`src/ljpe_pkg.sv`:
```
// Shared types and constants for the Lennard-Jones pair energy core.
// Holds the sequencer states, the product step codes, register indexes and reset values.
// No dependencies; every other file imports this package.
package ljpe_pkg;

    localparam int COORD_BITS_DEF = 24;
    localparam int COUNT_BITS_DEF = 24;

    localparam int BOX_BITS       = 24;
    localparam int CFG_BITS       = 32;
    localparam int CFG_IDX_BITS   = 3;
    localparam int ENERGY_BITS    = 48;
    localparam int OUT_COUNT_BITS = 24;
    localparam int R2_BITS        = 64;
    localparam int QUO_BITS       = 48;
    localparam int MUL_BITS       = 32;
    localparam int OP_BITS        = 2 * MUL_BITS;
    localparam int PROD_BITS      = 63;
    localparam int TERM_BITS      = 51;
    localparam int E6_LIM_BIT     = 49;

    // Register indexes on the configuration port
    localparam logic [CFG_IDX_BITS-1:0] REG_BOX_X     = 3'd0;
    localparam logic [CFG_IDX_BITS-1:0] REG_BOX_Y     = 3'd1;
    localparam logic [CFG_IDX_BITS-1:0] REG_BOX_Z     = 3'd2;
    localparam logic [CFG_IDX_BITS-1:0] REG_CUTOFF_SQ = 3'd3;
    localparam logic [CFG_IDX_BITS-1:0] REG_SIGMA_SQ  = 3'd4;
    localparam logic [CFG_IDX_BITS-1:0] REG_FOUR_EPS  = 3'd5;

    localparam logic [BOX_BITS-1:0] BOX_RESET      = 24'd1739981;
    localparam logic [CFG_BITS-1:0] CUTOFF_RESET   = 32'd4734976;
    localparam logic [CFG_BITS-1:0] SIGMA_RESET    = 32'd757596;
    localparam logic [CFG_BITS-1:0] FOUR_EPS_RESET = 32'd179071285;

    // Product cap, 2^62
    localparam logic [PROD_BITS-1:0] PCAP = {1'b1, {(PROD_BITS-1){1'b0}}};

    localparam logic signed [ENERGY_BITS-1:0] ENERGY_MAX = {1'b0, {(ENERGY_BITS-1){1'b1}}};
    localparam logic signed [ENERGY_BITS-1:0] ENERGY_MIN = {1'b1, {(ENERGY_BITS-1){1'b0}}};
    localparam logic signed [TERM_BITS-1:0]   TERM_MAX   =
        {{(TERM_BITS-ENERGY_BITS){1'b0}}, ENERGY_MAX};

    // Partial product order inside one capped Q.32 product
    localparam logic [1:0] PP_LL = 2'd0;
    localparam logic [1:0] PP_HH = 2'd3;

    localparam logic [1:0] AXIS_LAST = 2'd2;

    typedef enum logic [3:0] {
        ST_IDLE,
        ST_SQ_MUL,
        ST_SQ_ACC,
        ST_CLASSIFY,
        ST_DIV,
        ST_MUL,
        ST_MACC,
        ST_TERM,
        ST_ADD,
        ST_FINISH
    } ljpe_state_t;

    // Chained products: s^2, s^3, 4eps*s^3, e3*s^3
    typedef enum logic [1:0] {
        MOP_S2,
        MOP_S3,
        MOP_E3,
        MOP_E6
    } ljpe_mop_t;

    typedef struct packed {
        logic busy;
        logic done;
    } ljpe_div_stat_t;

endpackage

```
`src/ljpe_mul.sv`:
```
// Shared 32x32 unsigned multiplier with a registered product.
// Used for the axis squares and for every partial product of the power chain.
// Depends on ljpe_pkg.
module ljpe_mul
    import ljpe_pkg::*;
(
    input  logic                aclk,
    input  logic                mul_en,
    input  logic [MUL_BITS-1:0] mul_a,
    input  logic [MUL_BITS-1:0] mul_b,
    output logic [OP_BITS-1:0]  mul_prod
);

    logic [OP_BITS-1:0] prod_reg;

    always_ff @(posedge aclk) begin
        if (mul_en) begin
            prod_reg <= mul_a * mul_b;
        end
    end

    assign mul_prod = prod_reg;

endmodule

```
`config.mk`:
```
export PLATFORM = sky130hd
export DESIGN_NAME = ljpe_mul
export DESIGN_NICKNAME = d
export VERILOG_FILES = /design/src/ljpe_pkg.sv /design/src/ljpe_mul.sv
export SDC_FILE = /design/constraint.sdc
export NUM_CORES = 2
export LEC_CHECK = 0
export BUFFER_PORTS_ARGS = -buffer_cell sky130_fd_sc_hd__buf_4
export CORE_MARGIN = 4
export CORE_UTILIZATION = 60
export DETAILED_ROUTE_END_ITERATION = 8
export GPL_TIMING_DRIVEN = 0
export PLACE_DENSITY = 0.78
export SKIP_LAST_GASP = 1
export SLEW_MARGIN = 40
export SYNTH_ARGS = -nofsm -noshare
export SYNTH_HDL_FRONTEND = slang
export SYNTH_SLANG_ARGS = --single-unit
```
`constraint.sdc`:
```
create_clock -name aclk -period 21 [get_ports aclk]
set_input_delay 3.15 -clock aclk [delete_from_list [all_inputs] [get_ports aclk]]
set_output_delay 3.15 -clock aclk [all_outputs]
set_load 0.05 [all_outputs]
```
Yosys cells after proc, flatten, opt, wreduce, memory -nomap -nowiden

Cells that the tools add are included.

Divide/modulo/power cells: 0
Multiply operators: 1
Order comparisons: 0
$add $sub $neg: 0
Equal/unequal tests: 0
Bitwise operators: 0
Reductions and logical operators: 0
Multiplexer cells: 0
Shift operators: 0

Operators with widths:

| kind           | count |
|---|---|
| $mul 32x32->64 | 1 |

Memory bits (writable): 0
Bits in latches: 0
Memories kept: 0
Logic and storage cells: 2
Memory bits (read-only): 0
Bits in registers: 64

Logic depth before layout (Yosys ltp)

Depth after elaboration: 1
Mapped depth: 29
Depth with buffers taken out: 27

Worst setup path after synthesis

Ideal clock, no wire load.

Path kind: input-to-reg
Start point: input mul_a[25]
End point: register prod_reg[62] (netlist: mul_prod[62]) (data pin)
Stages: 25
Slack: 10971 ps
Data required time: 20738 ps
Path buffers: 2
Arrival: 9767 ps
Cells stage by stage: clkbuf_1 -> nand2_1 -> fa_1 -> inv_1 -> fa_1 -> inv_1 -> fa_1 -> inv_1 -> fa_1 -> fa_1 -> fa_1 -> fa_1 -> inv_1 -> fa_1 -> inv_1 -> ha_1 -> buf_2 -> nand4_1 -> or4_1 -> or3_1 -> a31oi_1 -> a31o_2 -> a211oi_1 -> o21ai_1 -> xor2_1

Longest elaborated chain between the ends: 1

RTL lines:

| what                 | line           | source |
|---|---|---|
| start, declared      | ljpe_mul.sv:9  | `input logic [MUL_BITS-1:0] mul_a,` |
| $mul 32x32->64       | ljpe_mul.sv:18 | `prod_reg <= mul_a * mul_b;` |
| end signal, assigned | ljpe_mul.sv:18 |  |
| end, declared        | ljpe_mul.sv:14 | `logic [OP_BITS-1:0] prod_reg;` |

No other way between the ends.
A chain may end at the register's enable or synchronous reset.

Worst setup path in the final report

Start point: input mul_b[23]
End point: register prod_reg[62] (netlist: mul_prod[62]) (data pin)

Longest elaborated chain between the ends: 1

RTL lines:

| what            | line           | source |
|---|---|---|
| start, declared | ljpe_mul.sv:10 | `input logic [MUL_BITS-1:0] mul_b,` |
| $mul 32x32->64  | ljpe_mul.sv:18 |  |

No other way between the ends.

==> flow_summary.yaml <==
run_status:
  outcome: "finished clean"
sta:
  maxSlewViolCount: 0
  rsz0062_at_grt: "no"
  timing.fmax_ghz: 0.08751
  post-route-period-util_pct: 54.42
  fin_setup_tns_ns: 0
  relSlewSlack_pct: 31.06
  finalSetupViolations: 0
  finalHoldViolCount: 0
  tightest_slew_ns: 1.034
  fin_crit_ns: 11.43
  setup_ws_ns: 9.573
clocking:
  cts_hold_buf: 0
  post_cts_resized: 0
  tritoncts: "yes"
  root_buffer: "clkbuf_16"
  clkSinkCount: 64
  postCtsSetupBuffers: 0
  numCtsBuffers: 9
  path_clk_slew_ns: 0.06
  clockBufferDepth: 2
  h-tree-depth: 3
placed_design:
  gp_congestion: 1.130
  dp_cells: 4642
  hpwl_mm: 100.5
  place_ws_ns: 9.324
  portBuffers: 129
worst_setup_path:
  slowest_stage: "clkbuf_1"
  critPathMostFrequentCell: "fa_1"
  cp-start-kind: "input port"
  crit_type: "input port to flop"
  path_cells: "buf_4 -> clkbuf_1 -> nand2_1 -> fa_1 -> inv_1 -> fa_1 -> inv_1 -> fa_1 -> inv_1 -> fa_1 -> fa_1 -> fa_1 -> fa_1 -> fa_1 -> ha_1 -> buf_2 -> nand4_1 -> nor3_1 -> o2111ai_1 -> a31oi_1 -> a31o_2 -> a211oi_1 -> o21ai_1 -> xor2_1"
  crit_family: "adder cells"
  slowest_delay_ns: 0.79
  timing.critical_path.buf_inv: 6
  crit_path_max_fanout: 10
  crit_path_start: "mul_b[23]"
  cp_data_arrival_time_ns: 11.60
  end_kind: "flop"
  worstPathRequired_ns: 21.17
global_routing:
  overflow: 0
  grt_max_degree: 65
  antenna_found_initial: 11
  grt_pass1_vias: 29503
  grtUsageTotal_pct: 40.08
  grt_pass1_wl_mm: 183.0
synthesis:
  ys_seq_elements: 64
  synth.cell_area_um2: 35320
  synth.largest_area_cell: "fa_1"
  syn_area_per_cell_um2: 9.423
  yosys-top-cells-count: "896 x fa_1, 865 x inv_1, 602 x and2_1"
  synth_cells: 3748
  syn_nets: 4973
  ys.warnings.count: 0
  synth.area.top_cells: "fa_1 51%, and2_1 11%, ha_1 9.3%"
  ys_types: 57
  synth-edff-count: 64
  synth.most_common_cell: "fa_1"
  seq_area_frac_synth_pct: 5.442
  ys.flop_type: "edfxtp_1"
  postSynth.asyncResetShare_pct: 0
  yosys.area.top_type_share_pct: 50.79
floorplanning:
  coreArea_um2: 58030
  ios: 130
  start_util_pct: 60.86
  rows: 88
  dieArea_um2: 62810
  die_h_um: 250.6
  die_w_um: 250.6
detailed_routing:
  routed_wl_mm: 122.9
  ant_nets: 0
  post-route-drc-count: 0
  post_drt_wl_per_cell_um: 26.29
  drt_iter0_markers: 3040
  vias: 27785
  vias_per_cell: 5.943
  first_pass_iters: 6
final_layout:
  area_growth_pct: 6.682
  drive_gt1_share_pct: 5.647
  nets: 5116
  largest_register_ffs: 64
  filler_cell_count: 4805
  instances_no_fill: 4675
min_path:
  min_path_type: "input port to flop"
  whs_endpoint: "mul_prod[56]$_DFFE_PP_"
  hp-start: "mul_en"
  min_path_cells: 1
flow_run:
  maxCapViolations: 0
[cells in the final DEF, fill, tap and decap left out, types with 20 or more instances in the layout]
cell | netlist | routed
a21o_1 | 40 | 40
a21oi_1 | 63 | 63
and2_1 | 602 | 602
buf_4 | 0 | 129
clkbuf_1 | 213 | 164
clkbuf_2 | 0 | 49
edfxtp_1 | 64 | 64
fa_1 | 896 | 896
ha_1 | 263 | 263
inv_1 | 865 | 865
nand2_1 | 480 | 480
nand4_1 | 23 | 23
nor2_1 | 20 | 20
o21ai_0 | 21 | 21
xnor2_1 | 35 | 35
xor2_1 | 25 | 25
[area by class of cell]
cell class,count,area (µm²),share of cell area (%)
diodes,14,35.03,0.09299
plain buffers,220,894.6,2.374
clock buffers,9,225.2,0.5978
clock inverters,7,78.83,0.2092
inverters,865,3247,8.618
multi-input cells,2599,29310,77.81
flip-flops and latches,64,1922,5.101
well taps,765,957.2,2.541
repair buffers,132,1002,2.660
[worst max-delay path by stage]
stage                                         to  slack, ns  cells after the start
after floorplan           mul_prod[62]$_DFFE_PP_      10.97                     25
after global placement    mul_prod[62]$_DFFE_PP_       9.39                     22
after detailed placement  mul_prod[62]$_DFFE_PP_       9.32                     26
after CTS                 mul_prod[62]$_DFFE_PP_       9.70                     26
after global routing      mul_prod[62]$_DFFE_PP_       9.53                     24
final                     mul_prod[62]$_DFFE_PP_       9.57                     24
[cells by family (layout without fill, tap and decap cells)]
| family | Yosys count | after routing | synth area share, % |
|---|---|---|---|
| simple gates | 1177 | 1177 | 17.30 |
| compound gates | 202 | 202 | 4.078 |
| fa+ha+maj | 1159 | 1159 | 60.11 |
| xor+xnor | 60 | 60 | 1.488 |
| buf+inv | 1085 | 1233 | 11.55 |
| flops | 64 | 64 | 5.442 |
| mux | 1 | 1 | 0.02834 |
| other cells | 0 | 14 | 0 |
[metal layers]
metal	track usage, %	vias up	part of all wire (%)
met5	0	-	0.049
met2	59.38	2046	43
met4	32.92	10	11
met1	48.11	13833	33
met3	12.54	671	13
li1	-	11225	-
[stage by stage]
step           utilization (%)  area [µm²]  hold slack [ns]
2_1_floorplan                -       35320            3.263
3_3_place_gp             64.18       37240            3.630
4_1_cts                  64.77       37580            3.263
3_5_place_dp             64.24       37280            3.630
5_1_grt                  64.87       37640            3.264
6_report                 64.93       37680            3.265
Power is not shown: default switching activity piles up to over one toggle a cycle in this logic, so the estimate is an artifact.
