--- src/ljpe_pkg.sv ---
// Shared types and constants for the Lennard-Jones pair energy core.
// Holds the sequencer states, the product step codes, register indexes and reset values.
// No dependencies; every other file imports this package.
package ljpe_pkg;

    localparam int COORD_BITS_DEF = 24;
    localparam int COUNT_BITS_DEF = 24;

    localparam int BOX_BITS       = 24;
    localparam int CFG_BITS       = 32;
    localparam int CFG_IDX_BITS   = 3;
    localparam int ENERGY_BITS    = 48;
    localparam int OUT_COUNT_BITS = 24;
    localparam int R2_BITS        = 64;
    localparam int QUO_BITS       = 48;
    localparam int MUL_BITS       = 32;
    localparam int OP_BITS        = 2 * MUL_BITS;
    localparam int PROD_BITS      = 63;
    localparam int TERM_BITS      = 51;
    localparam int E6_LIM_BIT     = 49;

    // Register indexes on the configuration port
    localparam logic [CFG_IDX_BITS-1:0] REG_BOX_X     = 3'd0;
    localparam logic [CFG_IDX_BITS-1:0] REG_BOX_Y     = 3'd1;
    localparam logic [CFG_IDX_BITS-1:0] REG_BOX_Z     = 3'd2;
    localparam logic [CFG_IDX_BITS-1:0] REG_CUTOFF_SQ = 3'd3;
    localparam logic [CFG_IDX_BITS-1:0] REG_SIGMA_SQ  = 3'd4;
    localparam logic [CFG_IDX_BITS-1:0] REG_FOUR_EPS  = 3'd5;

    localparam logic [BOX_BITS-1:0] BOX_RESET      = 24'd1739981;
    localparam logic [CFG_BITS-1:0] CUTOFF_RESET   = 32'd4734976;
    localparam logic [CFG_BITS-1:0] SIGMA_RESET    = 32'd757596;
    localparam logic [CFG_BITS-1:0] FOUR_EPS_RESET = 32'd179071285;

    // Product cap, 2^62
    localparam logic [PROD_BITS-1:0] PCAP = {1'b1, {(PROD_BITS-1){1'b0}}};

    localparam logic signed [ENERGY_BITS-1:0] ENERGY_MAX = {1'b0, {(ENERGY_BITS-1){1'b1}}};
    localparam logic signed [ENERGY_BITS-1:0] ENERGY_MIN = {1'b1, {(ENERGY_BITS-1){1'b0}}};
    localparam logic signed [TERM_BITS-1:0]   TERM_MAX   =
        {{(TERM_BITS-ENERGY_BITS){1'b0}}, ENERGY_MAX};

    // Partial product order inside one capped Q.32 product
    localparam logic [1:0] PP_LL = 2'd0;
    localparam logic [1:0] PP_HH = 2'd3;

    localparam logic [1:0] AXIS_LAST = 2'd2;

    typedef enum logic [3:0] {
        ST_IDLE,
        ST_SQ_MUL,
        ST_SQ_ACC,
        ST_CLASSIFY,
        ST_DIV,
        ST_MUL,
        ST_MACC,
        ST_TERM,
        ST_ADD,
        ST_FINISH
    } ljpe_state_t;

    // Chained products: s^2, s^3, 4eps*s^3, e3*s^3
    typedef enum logic [1:0] {
        MOP_S2,
        MOP_S3,
        MOP_E3,
        MOP_E6
    } ljpe_mop_t;

    typedef struct packed {
        logic busy;
        logic done;
    } ljpe_div_stat_t;

endpackage

--- src/ljpe_div.sv ---
// Restoring divider, one quotient bit per cycle: sigma_sq * 2^48 / r^2.
// Caller guarantees sigma_sq < r^2, so the quotient fits in 48 bits.
// Depends on ljpe_pkg.
module ljpe_div
    import ljpe_pkg::*;
(
    input  logic                 aclk,
    input  logic                 aresetn,
    input  logic                 div_start,
    input  logic [CFG_BITS-1:0]  div_sigma,
    input  logic [R2_BITS-1:0]   div_r2,
    output ljpe_div_stat_t       div_stat,
    output logic [QUO_BITS-1:0]  div_quo
);

    localparam int CNT_W = $clog2(QUO_BITS + 1);

    logic               busy_reg, busy_next;
    logic               done_reg, done_next;
    logic [CNT_W-1:0]   cnt_reg, cnt_next;
    logic [R2_BITS-1:0] rem_reg, rem_next;
    logic [R2_BITS-1:0] dvs_reg, dvs_next;
    logic [QUO_BITS-1:0] quo_reg, quo_next;

    logic [R2_BITS:0]   rem_sh;
    logic [R2_BITS:0]   rem_sub;
    logic               take;

    always_comb begin
        rem_sh  = {rem_reg, 1'b0};
        rem_sub = rem_sh - {1'b0, dvs_reg};
        take    = (rem_sh >= {1'b0, dvs_reg});

        busy_next = busy_reg;
        done_next = 1'b0;
        cnt_next  = cnt_reg;
        rem_next  = rem_reg;
        dvs_next  = dvs_reg;
        quo_next  = quo_reg;

        if (div_start) begin
            busy_next = 1'b1;
            cnt_next  = CNT_W'(QUO_BITS);
            rem_next  = R2_BITS'(div_sigma);
            dvs_next  = div_r2;
            quo_next  = '0;
        end else if (busy_reg) begin
            rem_next = take ? rem_sub[R2_BITS-1:0] : rem_sh[R2_BITS-1:0];
            quo_next = {quo_reg[QUO_BITS-2:0], take};
            cnt_next = cnt_reg - CNT_W'(1);
            if (cnt_reg == CNT_W'(1)) begin
                busy_next = 1'b0;
                done_next = 1'b1;
            end
        end
    end

    always_ff @(posedge aclk) begin
        if (!aresetn) begin
            busy_reg <= 1'b0;
            done_reg <= 1'b0;
            cnt_reg  <= '0;
        end else begin
            busy_reg <= busy_next;
            done_reg <= done_next;
            cnt_reg  <= cnt_next;
        end
    end

    always_ff @(posedge aclk) begin
        rem_reg <= rem_next;
        dvs_reg <= dvs_next;
        quo_reg <= quo_next;
    end

    assign div_stat.busy = busy_reg;
    assign div_stat.done = done_reg;
    assign div_quo       = quo_reg;

endmodule

--- config.mk ---
export PLATFORM = sky130hd
export DESIGN_NAME = ljpe_div
export DESIGN_NICKNAME = d
export VERILOG_FILES = /design/src/ljpe_pkg.sv /design/src/ljpe_div.sv
export SDC_FILE = /design/constraint.sdc
export NUM_CORES = 1
export LEC_CHECK = 0
export ABC_AREA = 1
export BUFFER_PORTS_ARGS = -buffer_cell sky130_fd_sc_hd__buf_2
export CAP_MARGIN = 40
export CORE_MARGIN = 10
export CORE_UTILIZATION = 65
export DETAILED_ROUTE_END_ITERATION = 8
export PLACE_DENSITY = 0.87
export SYNTH_ARGS = -nofsm -noshare
export SYNTH_HDL_FRONTEND = slang
export SYNTH_SLANG_ARGS = --single-unit
--- constraint.sdc ---
create_clock -name aclk -period 6.5 [get_ports aclk]
set_input_delay 0.975 -clock aclk [delete_from_list [all_inputs] [get_ports aclk]]
set_output_delay 0.975 -clock aclk [all_outputs]
set_load 0.05 [all_outputs]
Yosys cells after proc, flatten, opt, wreduce, memory -nomap -nowiden

Index checks and enable logic that the tools add are counted.
W data, S select, Z words.

Equality and inequality tests: 1
Mux-type cells: 9
$add $sub $neg: 2
Magnitude comparators: 1
Reduce and logical (&&, ||, !) cells: 3
Bitwise gates (word level): 2

Operator list:

| operator              | number |
|---|---|
| $ge A65 B64 Y1        | 1 |
| $mux W32              | 2 |
| $mux W64              | 1 |
| $sub A64 B64 Y64      | 1 |
| $mux W6               | 2 |
| $eq A6 B1 Y1 const B  | 1 |
| $sub A6 B1 Y6 const B | 1 |
| $mux W1               | 4 |
| $reduce_or A3 Y1      | 1 |
| $not A1 Y1            | 2 |
| $reduce_bool A2 Y1    | 1 |
| $reduce_or A2 Y1      | 1 |

Register bits after elaboration: 184
Input port bits: 99
Output and inout bits: 50
Word-level logic and storage cells: 26

Logic depth before layout (Yosys ltp)

Gate-level depths: netlist of run 1.

Depth in word-level cells: 4
Mapped depth: 19
Mapped depth without buffers: 18

Worst setup path before layout of run 1

Ideal clock, no wire load.

Path kind: input-to-reg
Start point: input port div_start
End point: register rem_reg[0], enable pin
Setup time: 0.409 ns
Path buffers: 2
Stages on the path: 4
Path slack: 3.665 ns
Data arrival time: 2.426 ns
Required time: 6.091 ns
Path through: clkbuf_1 nor2_1 inv_1 clkbuf_1

Word-level cells in the longest chain between the ends: 1

Ends and longest elaborated chain:

| element                      | RTL line       | source |
|---|---|---|
| start, declared              | ljpe_div.sv:9  | `input logic div_start,` |
| $reduce_bool A2 Y1 (no line) | n/a            |  |
| end signal, assigned         | ljpe_div.sv:71 | `rem_reg <= rem_next;` |
| end, declared                | ljpe_div.sv:21 | `logic [R2_BITS-1:0] rem_reg, rem_next;` |

Every way passes these cells.
A chain may end at the register's enable or synchronous reset.

Final worst setup path of run 1

Start point: register rem_reg[27]
End point: register rem_reg[27], data pin

Word-level cells in the longest chain between the ends: 4

Ends and longest elaborated chain:

| element                | RTL line       | source |
|---|---|---|
| $ge A65 B64 Y1         | ljpe_div.sv:32 | `take = (rem_sh >= {1'b0, dvs_reg});` |
| $mux W64               | ljpe_div.sv:48 | `rem_next = take ? rem_sub[R2_BITS-1:0] : rem_sh[R2_BITS-1:0];` |
| $mux W32               | ljpe_div.sv:47 | `end else if (busy_reg) begin` |
| $mux W32               | ljpe_div.sv:41 | `if (div_start) begin` |
| named net rem_next[27] | ljpe_div.sv:21 |  |

The timed path passes the listed nets, and every way through them passes these cells. The select of a mux whose other input is x is not followed.

==> results of run 1 <==
## cell families after synthesis
| family | after synthesis | synth area share |
|---|---|---|
| XOR/XNOR | 33 | 0.02196 |
| buffers and inverters | 457 | 0.1374 |
| AO/OA/AOI/OAI | 204 | 0.1001 |
| AND/OR/NAND/NOR | 1017 | 0.3234 |
| adder cells (fa/ha/maj) | 67 | 0.06425 |
| flip-flops | 184 | 0.3528 |
## power by group through the flow
| stage | logic [mW] | registers, mW | clock network, mW |
|---|---|---|---|
| after floorplan | 0.503 | 1.34 | 0 |
| after global placement | 0.688 | 1.34 | 0 |
| after detailed placement | 0.714 | 1.34 | 0 |
| after CTS | 0.728 | 1.32 | 1.14 |
| after global routing | 0.817 | 1.32 | 1.19 |
| final | 0.749 | 1.32 | 1.15 |
## placed cells by master, fill, tap and decap left out, drive strengths merged, types with 26 or more instances in the layout
cell type,Yosys,layout
nand3,103,103
ha,66,66
nor2,178,178
o22ai,45,45
nand4,26,26
o21ai,49,49
inv,414,424
edfxtp,96,96
xnor2,31,31
buf,21,160
dfxtp,88,88
nand2,678,678
a21oi,58,58
## critical path: stages, from the launching register on
cell,delay [ps]
sky130_fd_sc_hd__edfxtp_1,490
sky130_fd_sc_hd__ha_1,410
sky130_fd_sc_hd__nand2_1,130
sky130_fd_sc_hd__nor2_2,230
sky130_fd_sc_hd__inv_2,70
sky130_fd_sc_hd__nor2_4,110
sky130_fd_sc_hd__nand2_1,90
sky130_fd_sc_hd__nor2_1,130
sky130_fd_sc_hd__nand2_1,70
sky130_fd_sc_hd__nand3_2,60
sky130_fd_sc_hd__nor2_2,40
sky130_fd_sc_hd__buf_4,200
sky130_fd_sc_hd__nand2_4,80
sky130_fd_sc_hd__buf_4,460
sky130_fd_sc_hd__buf_12,330
sky130_fd_sc_hd__nand2_1,140
sky130_fd_sc_hd__nand3_1,160
sky130_fd_sc_hd__nand2_1,160
## Yosys cell counts (all sizes together)
cell type,number
a211oi,2
a31oi,1
nand3,103
dfxtp,88
o31ai,1
and2,2
nor3,14
nand4,26
o211ai,19
inv,414
nor2,178
o21ai,49
clkbuf,22
xor2,2
a21boi,2
nand3b,7
nor3b,1
o21a,1
a21o,3
o21bai,23
xnor2,31
buf,21
o22ai,45
fa,1
a21oi,58
nand2,678
nor4,1
ha,66
or2,7
edfxtp,96
## routing by layer
| metal | global-route usage | vias up | share of wire |
|---|---|---|---|
| met2 | 0.5531 | 818 | 0.46 |
| met5 | 0 | - | 0 |
| met3 | 0.07280 | 169 | 0.098 |
| met1 | 0.4176 | 6057 | 0.39 |
| li1 | - | 6380 | - |
| met4 | 0.1505 | 0 | 0.045 |
## worst min-delay path by stage
stage                            from          end  depth (start not counted)
final                     rem_reg[50]  rem_reg[50]                          2
after global routing      rem_reg[49]  rem_reg[49]                          2
after CTS                 rem_reg[63]  rem_reg[63]                          2
after detailed placement  rem_reg[63]  rem_reg[63]                          2
after global placement    div_quo[47]  div_quo[47]                          2
after floorplan           rem_reg[50]  rem_reg[50]                          2
## cell type report
cell class              count  area share
clock inverters            15     0.01419
repair buffers            160     0.05794
well taps                 265     0.02251
flip-flops and latches    184      0.3154
inverters                 414      0.1055
multi-input cells        1321      0.4556
clock buffers              17     0.02888
## through the flow
| stage | cells | cell area (sq um) | hold WS, ps | util | power [mW] |
|---|---|---|---|---|---|
| 3_5_place_dp | 2344 | 14090 | 464.5 | 0.7148 | 2.056 |
| 2_1_floorplan | 1962 | 13160 | 444.0 | - | 1.840 |
| 3_3_place_gp | 2341 | 14050 | 439.3 | 0.7126 | 2.025 |
| 6_report | 2376 | 14730 | 479.0 | 0.7469 | 3.216 |
| 5_1_grt | 2376 | 14730 | 499.9 | 0.7469 | 3.330 |
| 4_1_cts | 2376 | 14730 | 478.7 | 0.7469 | 3.189 |
==> flow_summary.ini, run 1 <==
[power]
internal_power_mw = 2.071
vdd.ir_drop.worst_mv = 0.1997
leakagePower_nw = 7.769
p_switching_mw = 1.145
p_sw_frac = 0.3561
share_comb_of_total_power = 0.233
proportion_of_power_drawn_by_the_clock_network = 0.357
seq_power_share = 0.410
total_power_divided_by_cell_area_mw_per_mm2 = 218.4

[sta]
fin_ws_ps = 2813
hold_violations = 0
setup-tns-final_ps = 0
report.final.setup_viol = 0
skew_ps = 25.38
achievable-frequency_mhz = 271.3
max-slew-margin-rel = 0.3831
timing.final.crit_share = 0.5672
final.min_clock_period_ps = 3687
tightestPinTransition_ps = 925.3
number_of_max_slew_violations_in_the_final_report = 0
grt_setup_unrepaired = no

[global_route]
grt_antenna_before_repair = 0
grt_overflow_total = 0
first_pass_grt_wire_length_mm = 70.59
grt_pass1_vias = 13220
maximum_number_of_pins_on_one_net_before_global_route_repair = 79
grt.total_usage = 0.3371

[cts]
clkSinkCount = 184
buffer_depth_of_the_longest_clock_path = 2
post_cts_repair_timing_setup_buffer_count = 0
cts_buffers = 17
clk_latency_ps = 470
cts_hold_buf = 0
post_cts_resize_count = 0
tritoncts = built
root_buffer = sky130_fd_sc_hd__clkbuf_16
path_clk_slew_ps = 100
htreeDepth = 4

[place]
placement.setup.worst_slack_ps = 3095
placement.io_buffers = 148
globalplace.congestion = 1.103
dpl.hpwl_mm = 34.87

[synth]
synth_top_area_frac = 0.2190
synthesis.instances = 1962
postSynthNetCount = 2128
library_cell_with_the_largest_summed_area_after_synthesis = sky130_fd_sc_hd__edfxtp_1
synth.cell_area_sq_mm = 0.01316
yosysWarningCount = 0
netlist-cell-type-count = 47
syn_area_per_cell_sq_um = 6.709
netlist_top_cells_area = sky130_fd_sc_hd__edfxtp_1, sky130_fd_sc_hd__nand2_1, sky130_fd_sc_hd__dfxtp_1
ys_ff_latch = 184
share_of_synthesized_area_occupied_by_flip_flops_and_latches = 0.3528

[critical_path]
critical_path.endpoint = rem_reg[27]
critical_path.startpoint_type = flop
regToRegStartpoint = rem_reg[27]
worstRegToRegCells = 17
source_of_the_critical_timing_path = rem_reg[27]
rr_endpoint = rem_reg[27]
critical_path_class = reg2reg
cp_arrival_ps = 3890
critical_path.max_fanout = 50
regToRegSetupSlack_ps = 2810
cp-end-kind = flop
crit_required_ps = 6710

[detailed_routing]
detail_route.first_pass.iterations = 6
drt-initial-drc-count = 1683
wire_per_inst_um = 18.90
drtAntennaViolNets = 0
drc_errors_left = 0
num_vias = 13420
routed_wl_mm = 44.90
vias_per_cell = 5.650

[floorplan]
die_height_um = 162.3
num_io_pins = 149
fp.coreArea_sq_mm = 0.01972
initial_core_util = 0.6676
fp-row-count = 51
die_w_um = 162.3
die_area_sq_mm = 0.02634

[final_layout]
fin_nets = 2264
drive_above_1_share = 0.1331
final.fill_count = 1447
multi_input_comb_area_sq_mm = 0.006710
synthToLayoutAreaGrowth_pct = 11.88
seq_area_sq_mm = 0.004644
antenna-diode-count = 0

[run_status]
run_status = finished clean

[run]
cap_violations = 0

[worst_hold_path]
min-delay-path-class = reg2reg
Power figures use the tool's default switching activity.
==> run 2: changes to the inputs <==
Settings changed: CORE_UTILIZATION 65 to 60, PLACE_DENSITY 0.87 to 0.82.
Clock period 6.5 ns to 3.7 ns, I/O delays scaled along.
==> run 2 against run 1 <==
Against the previous run: die area increased by 7.3%; routed wire length decreased by 2.2%; register-to-register slack got worse by 2500 ps; critical path type unchanged.
==> flow_summary.ini, run 2 (synthesis results as in run 1) <==
[critical_path]
critical_path.max_fanout = 41
cp.buffers_inverters = 2
critical_path.startpoint_type = flop
critical_path_class = reg2reg
cp_arrival_ps = 3630
cp-end-kind = flop
critPathSlowestCell = sky130_fd_sc_hd__nor2_2
critical-path-top-delay-family = simple AND/OR/NAND/NOR gates
crit_required_ps = 3900
max_incr_delay_on_cp_ps = 590
cp_cell_sequence = ha_1, nand2_1, inv_1, nand2_1, nor2_4, nand2_1, nor2_1, nand2_1, nand3_2, nor2_2, nand2_4, buf_12, or2_1, nand3_1, nand2_1
path_common_cell = sky130_fd_sc_hd__nand2_1

[cts]
post_cts_repair_timing_setup_buffer_count = 0
path_clk_slew_ps = 100
cts_hold_buf = 0
clkSinkCount = 184
htreeDepth = 4
tritoncts = built
root_buffer = sky130_fd_sc_hd__clkbuf_16
clk_latency_ps = 460
cts_buffers = 17
buffer_depth_of_the_longest_clock_path = 2
post_cts_resize_count = 0

[floorplan]
initial_core_util = 0.6070
die_height_um = 168.1
die_w_um = 168.1
die_area_sq_mm = 0.02826
fp-row-count = 54
fp.coreArea_sq_mm = 0.02169
num_io_pins = 149

[sta]
hold_violations = 0
report.final.setup_viol = 0
number_of_max_slew_violations_in_the_final_report = 0
achievable-frequency_mhz = 291.6
max-slew-margin-rel = 0.4059
final.hold.worst_slack_ps = 265.5
tightestPinTransition_ps = 891.1
setup-tns-final_ps = 0
timing.final.crit_share = 0.9270
skew_ps = 21.70
grt_setup_unrepaired = no
final.min_clock_period_ps = 3430

[global_route]
maximum_number_of_pins_on_one_net_before_global_route_repair = 67
grt.total_usage = 0.3044
first_pass_grt_wire_length_mm = 68.49
grt_antenna_before_repair = 0
grt_pass1_vias = 12900
grt_overflow_total = 0

[final_layout]
fin_nets = 2265
most_common_cell_after_layout_fill_and_taps_aside = sky130_fd_sc_hd__nand2_1
antenna-diode-count = 0
drive_above_1_share = 0.1335
layout.cells.most_common_list = sky130_fd_sc_hd__nand2_1, sky130_fd_sc_hd__inv_1, sky130_fd_sc_hd__nor2_1, sky130_fd_sc_hd__buf_2, sky130_fd_sc_hd__edfxtp_1
synthToLayoutAreaGrowth_pct = 12.18

[power]
vdd.ir_drop.worst_mv = 0.2945
leakagePower_nw = 7.785
total_power_divided_by_cell_area_mw_per_mm2 = 385.7

[detailed_routing]
routed-wl-met2_mm = 20.24
detail_route.first_pass.iterations = 7
drt-initial-drc-count = 1322
topRoutingLayerUsed = met4
drtAntennaViolNets = 0
vias_per_cell = 5.487
num_vias = 13130
wl_met1_mm = 17.73
wire_per_inst_um = 18.36
routed_wl_mm = 43.92
wl_met3_mm = 4.303
drc_errors_left = 0

[place]
globalplace.congestion = 1.076
dpl.hpwl_mm = 35.52
placement.io_buffers = 148

[run]
cap_violations = 0

[run_status]
run_status = finished clean

[worst_hold_path]
min-delay-path-class = in2reg
run 2: changes by cell type in the layout (fill, tap and decap cells not counted), sizes merged:
cell    before  now
inv        424  428
buf        160  161
clkinv       5    1
run 2: stage by stage:
step	total power [mW]	setup WS [ps]	instances	area, sq um	util
floorplan	3.232	1285	1962	13160	-
global placement	3.599	429.4	2360	14120	0.6513
detailed placement	3.635	388.7	2360	14120	0.6513
CTS	5.663	354.7	2392	14770	0.6809
global route	5.905	133.6	2392	14770	0.6809
finish	5.695	270.2	2392	14770	0.6809
run 2: cell type report:
type / count / area (sq um)
fill: 1866 / 6922
clock buffer: 17 / 425.4
clock inverter: 15 / 216.5
timing repair buffer: 161 / 865.8
inverter: 414 / 1554
multi-input combinational: 1321 / 6710
sequential: 184 / 4644
tap: 280 / 350.3
run 2: path summary, 6_finish.rpt:
kind / from / end / slack [ps] / cells past startpoint
worst min-delay path: div_r2[14] / dvs_reg[14] / 270 / 1
worst max-delay path: rem_reg[25] / rem_reg[29] / 270 / 15
worst min register to register: rem_reg[53] / rem_reg[53] / 480 / 2
worst max register to register: rem_reg[25] / rem_reg[29] / 270 / 15
run 2: power by group:
group          leakage (nW)  internal [mW]  switching, mW
registers              1.67           2.26         0.0505
clock network         0.313          0.971           1.10
logic                  5.81          0.425          0.890
run 2: per-layer routing:
metal | vias up | track usage
li1 | 6374 | -
met1 | 6022 | 0.3747
met2 | 615 | 0.4981
met3 | 114 | 0.08056
met4 | 0 | 0.1200
met5 | - | 0
==> run 3: changes to the inputs <==
==> constraint.sdc (replaced) <==
create_clock -name aclk -period 3.7 [get_ports aclk]
set_input_delay 0.37 -clock aclk [delete_from_list [all_inputs] [get_ports aclk]]
set_output_delay 0.37 -clock aclk [all_outputs]
set_load 0.05 [all_outputs]
==> run 3 against run 2 <==
Against the previous run: non-clock buffer count unchanged; register-to-register slack got worse by 40 ps; setup slack got worse by 45 ps; via count is essentially flat; combinational power is essentially flat; sequential cell count did not move; clock-buffer cell count is the same; die area did not move; clock power hardly changed; critical endpoint is now rem_reg[12]; largest power group unchanged; highest routed layer is now met5.
==> flow_summary.ini, run 3 (synthesis results as in run 1) <==
[cts]
buffer_depth_of_the_longest_clock_path = 2
cts_buffers = 17
root_buffer = sky130_fd_sc_hd__clkbuf_16
post_cts_resize_count = 0
cts_hold_buf = 0
htreeDepth = 4
post_cts_repair_timing_setup_buffer_count = 0
clkSinkCount = 184
path_clk_slew_ps = 100
tritoncts = built
clk_latency_ps = 470

[sta]
number_of_max_slew_violations_in_the_final_report = 0
max-slew-margin-rel = 0.4262
hold_violations = 0
final.min_clock_period_ps = 3474
report.final.setup_viol = 0
timing.final.crit_share = 0.9390
skew_ps = 23.28
setup-tns-final_ps = 0
tightestPinTransition_ps = 860.7
grt_setup_unrepaired = no
achievable-frequency_mhz = 287.8

[place]
globalplace.congestion = 1.070
placement.io_buffers = 148
dpl.hpwl_mm = 35.45

[final_layout]
most_common_cell_after_layout_fill_and_taps_aside = sky130_fd_sc_hd__nand2_1
drive_above_1_share = 0.1335
post-route-util = 0.6807
final.fill_count = 1845
multi_input_comb_area_sq_mm = 0.006710
antenna-diode-count = 0
synthToLayoutAreaGrowth_pct = 12.16
seq_area_sq_mm = 0.004644
layout.cells.most_common_list = sky130_fd_sc_hd__nand2_1, sky130_fd_sc_hd__inv_1, sky130_fd_sc_hd__nor2_1, sky130_fd_sc_hd__buf_2, sky130_fd_sc_hd__edfxtp_1
fin_nets = 2265

[power]
seq_power_share = 0.407
share_comb_of_total_power = 0.230
p_sw_frac = 0.3572
p_switching_mw = 2.028
vdd.ir_drop.worst_mv = 0.2687
proportion_of_power_drawn_by_the_clock_network = 0.362
total_power_divided_by_cell_area_mw_per_mm2 = 384.6
internal_power_mw = 3.650
leakagePower_nw = 7.781
power_after_layout_mw = 5.679

[global_route]
grt_pass1_vias = 12880
grt_overflow_total = 0
grt.total_usage = 0.3061
maximum_number_of_pins_on_one_net_before_global_route_repair = 67
first_pass_grt_wire_length_mm = 68.66
grt_antenna_before_repair = 1

[critical_path]
crit_required_ps = 3870
path_common_cell = sky130_fd_sc_hd__nand2_1
critical_path_class = reg2reg
critical-path-top-delay-family = simple AND/OR/NAND/NOR gates
cp_cell_sequence = ha_1, nand2_1, inv_1, nand2_1, nor2_4, nand2_1, nor2_1, nand2_1, nand3_2, nor2_2, nand2_4, buf_4, o21ai_0, o21ai_1
regToRegSetupSlack_ps = 230
critical_path.startpoint_type = flop
regToRegStartpoint = rem_reg[24]
cp.buffers_inverters = 2
cp_arrival_ps = 3640
max_incr_delay_on_cp_ps = 580
worstRegToRegCells = 14
cp-end-kind = flop
critPathSlowestCell = sky130_fd_sc_hd__nor2_2
critical_path.max_fanout = 20
rr_endpoint = rem_reg[12]

[floorplan]
die_w_um = 168.1
die_height_um = 168.1
fp.coreArea_sq_mm = 0.02169
die_area_sq_mm = 0.02826
fp-row-count = 54
num_io_pins = 149
initial_core_util = 0.6070

[detailed_routing]
wire_per_inst_um = 18.49
drt-initial-drc-count = 1400
vias_per_cell = 5.490
drtAntennaViolNets = 0
num_vias = 13130
detail_route.first_pass.iterations = 7
drc_errors_left = 0
routed_wl_mm = 44.24

[worst_hold_path]
min_delay_src = div_r2[44]
worst_hold_path.endpoint = dvs_reg[44]
min-delay-path-class = in2reg
min_path_cells = 1

[run_status]
run_status = finished clean

[run]
cap_violations = 0
## run 3: changes by cell type in the layout (fill, tap and decap cells not counted), sizes merged
cell,change
clkinv,+1
inv,-1
## run 3: cell type report
class                   count  share of cell area
multi-input cells        1321              0.4545
repair buffers            161             0.05864
flip-flops and latches    184              0.3146
inverters                 414              0.1053
clock buffers              17             0.02881
clock inverters            15             0.01449
well taps                 280             0.02373
## run 3: worst max-delay path by stage
stage                   to  cells after the start        start  slack, ps
6_report       rem_reg[12]                     14  rem_reg[24]        230
5_1_grt        rem_reg[12]                     14  rem_reg[24]         50
4_1_cts        rem_reg[12]                     14  rem_reg[26]        340
3_5_place_dp   rem_reg[29]                     15  rem_reg[24]        410
3_3_place_gp   rem_reg[29]                     15  rem_reg[24]        430
2_1_floorplan  rem_reg[19]                     15   rem_reg[6]       1410
## run 3: per-layer routing
metal / vias up / GRT usage / routed length, um
li1: 6386 / - / -
met1: 6016 / 0.3875 / 18280
met2: 607 / 0.4937 / 20140
met3: 120 / 0.06356 / 3929
met4: 2 / 0.1370 / 1885
met5: - / 0 / 13
## run 3: worst reg2reg max path, stage by stage (launching register included)
cell	delay, ps
sky130_fd_sc_hd__edfxtp_1	430
sky130_fd_sc_hd__ha_1	390
sky130_fd_sc_hd__nand2_1	120
sky130_fd_sc_hd__inv_1	60
sky130_fd_sc_hd__nand2_1	160
sky130_fd_sc_hd__nor2_4	70
sky130_fd_sc_hd__nand2_1	150
sky130_fd_sc_hd__nor2_1	70
sky130_fd_sc_hd__nand2_1	70
sky130_fd_sc_hd__nand3_2	70
sky130_fd_sc_hd__nor2_2	580
sky130_fd_sc_hd__nand2_4	310
sky130_fd_sc_hd__buf_4	310
sky130_fd_sc_hd__o21ai_0	290
sky130_fd_sc_hd__o21ai_1	110
## run 3: power by group through the flow
| stage | Combinational [mW] | Clock (mW) | Sequential (mW) |
|---|---|---|---|
| CTS | 1.28 | 2.06 | 2.31 |
| global placement | 1.25 | 0 | 2.35 |
| finish | 1.31 | 2.06 | 2.31 |
| floorplan | 0.884 | 0 | 2.35 |
| global route | 1.44 | 2.14 | 2.32 |
| detailed placement | 1.27 | 0 | 2.36 |
## run 3: metrics by stage
step	cell area, sq um	hold WS, ps	setup slack [ps]	instances
after floorplan	13160	444.0	1415	1962
final	14760	71.31	225.7	2392
after detailed placement	14120	461.2	408.8	2360
after CTS	14760	63.66	343.4	2392
after global routing	14760	61.10	52.23	2392
after global placement	14120	440.5	430.6	2360
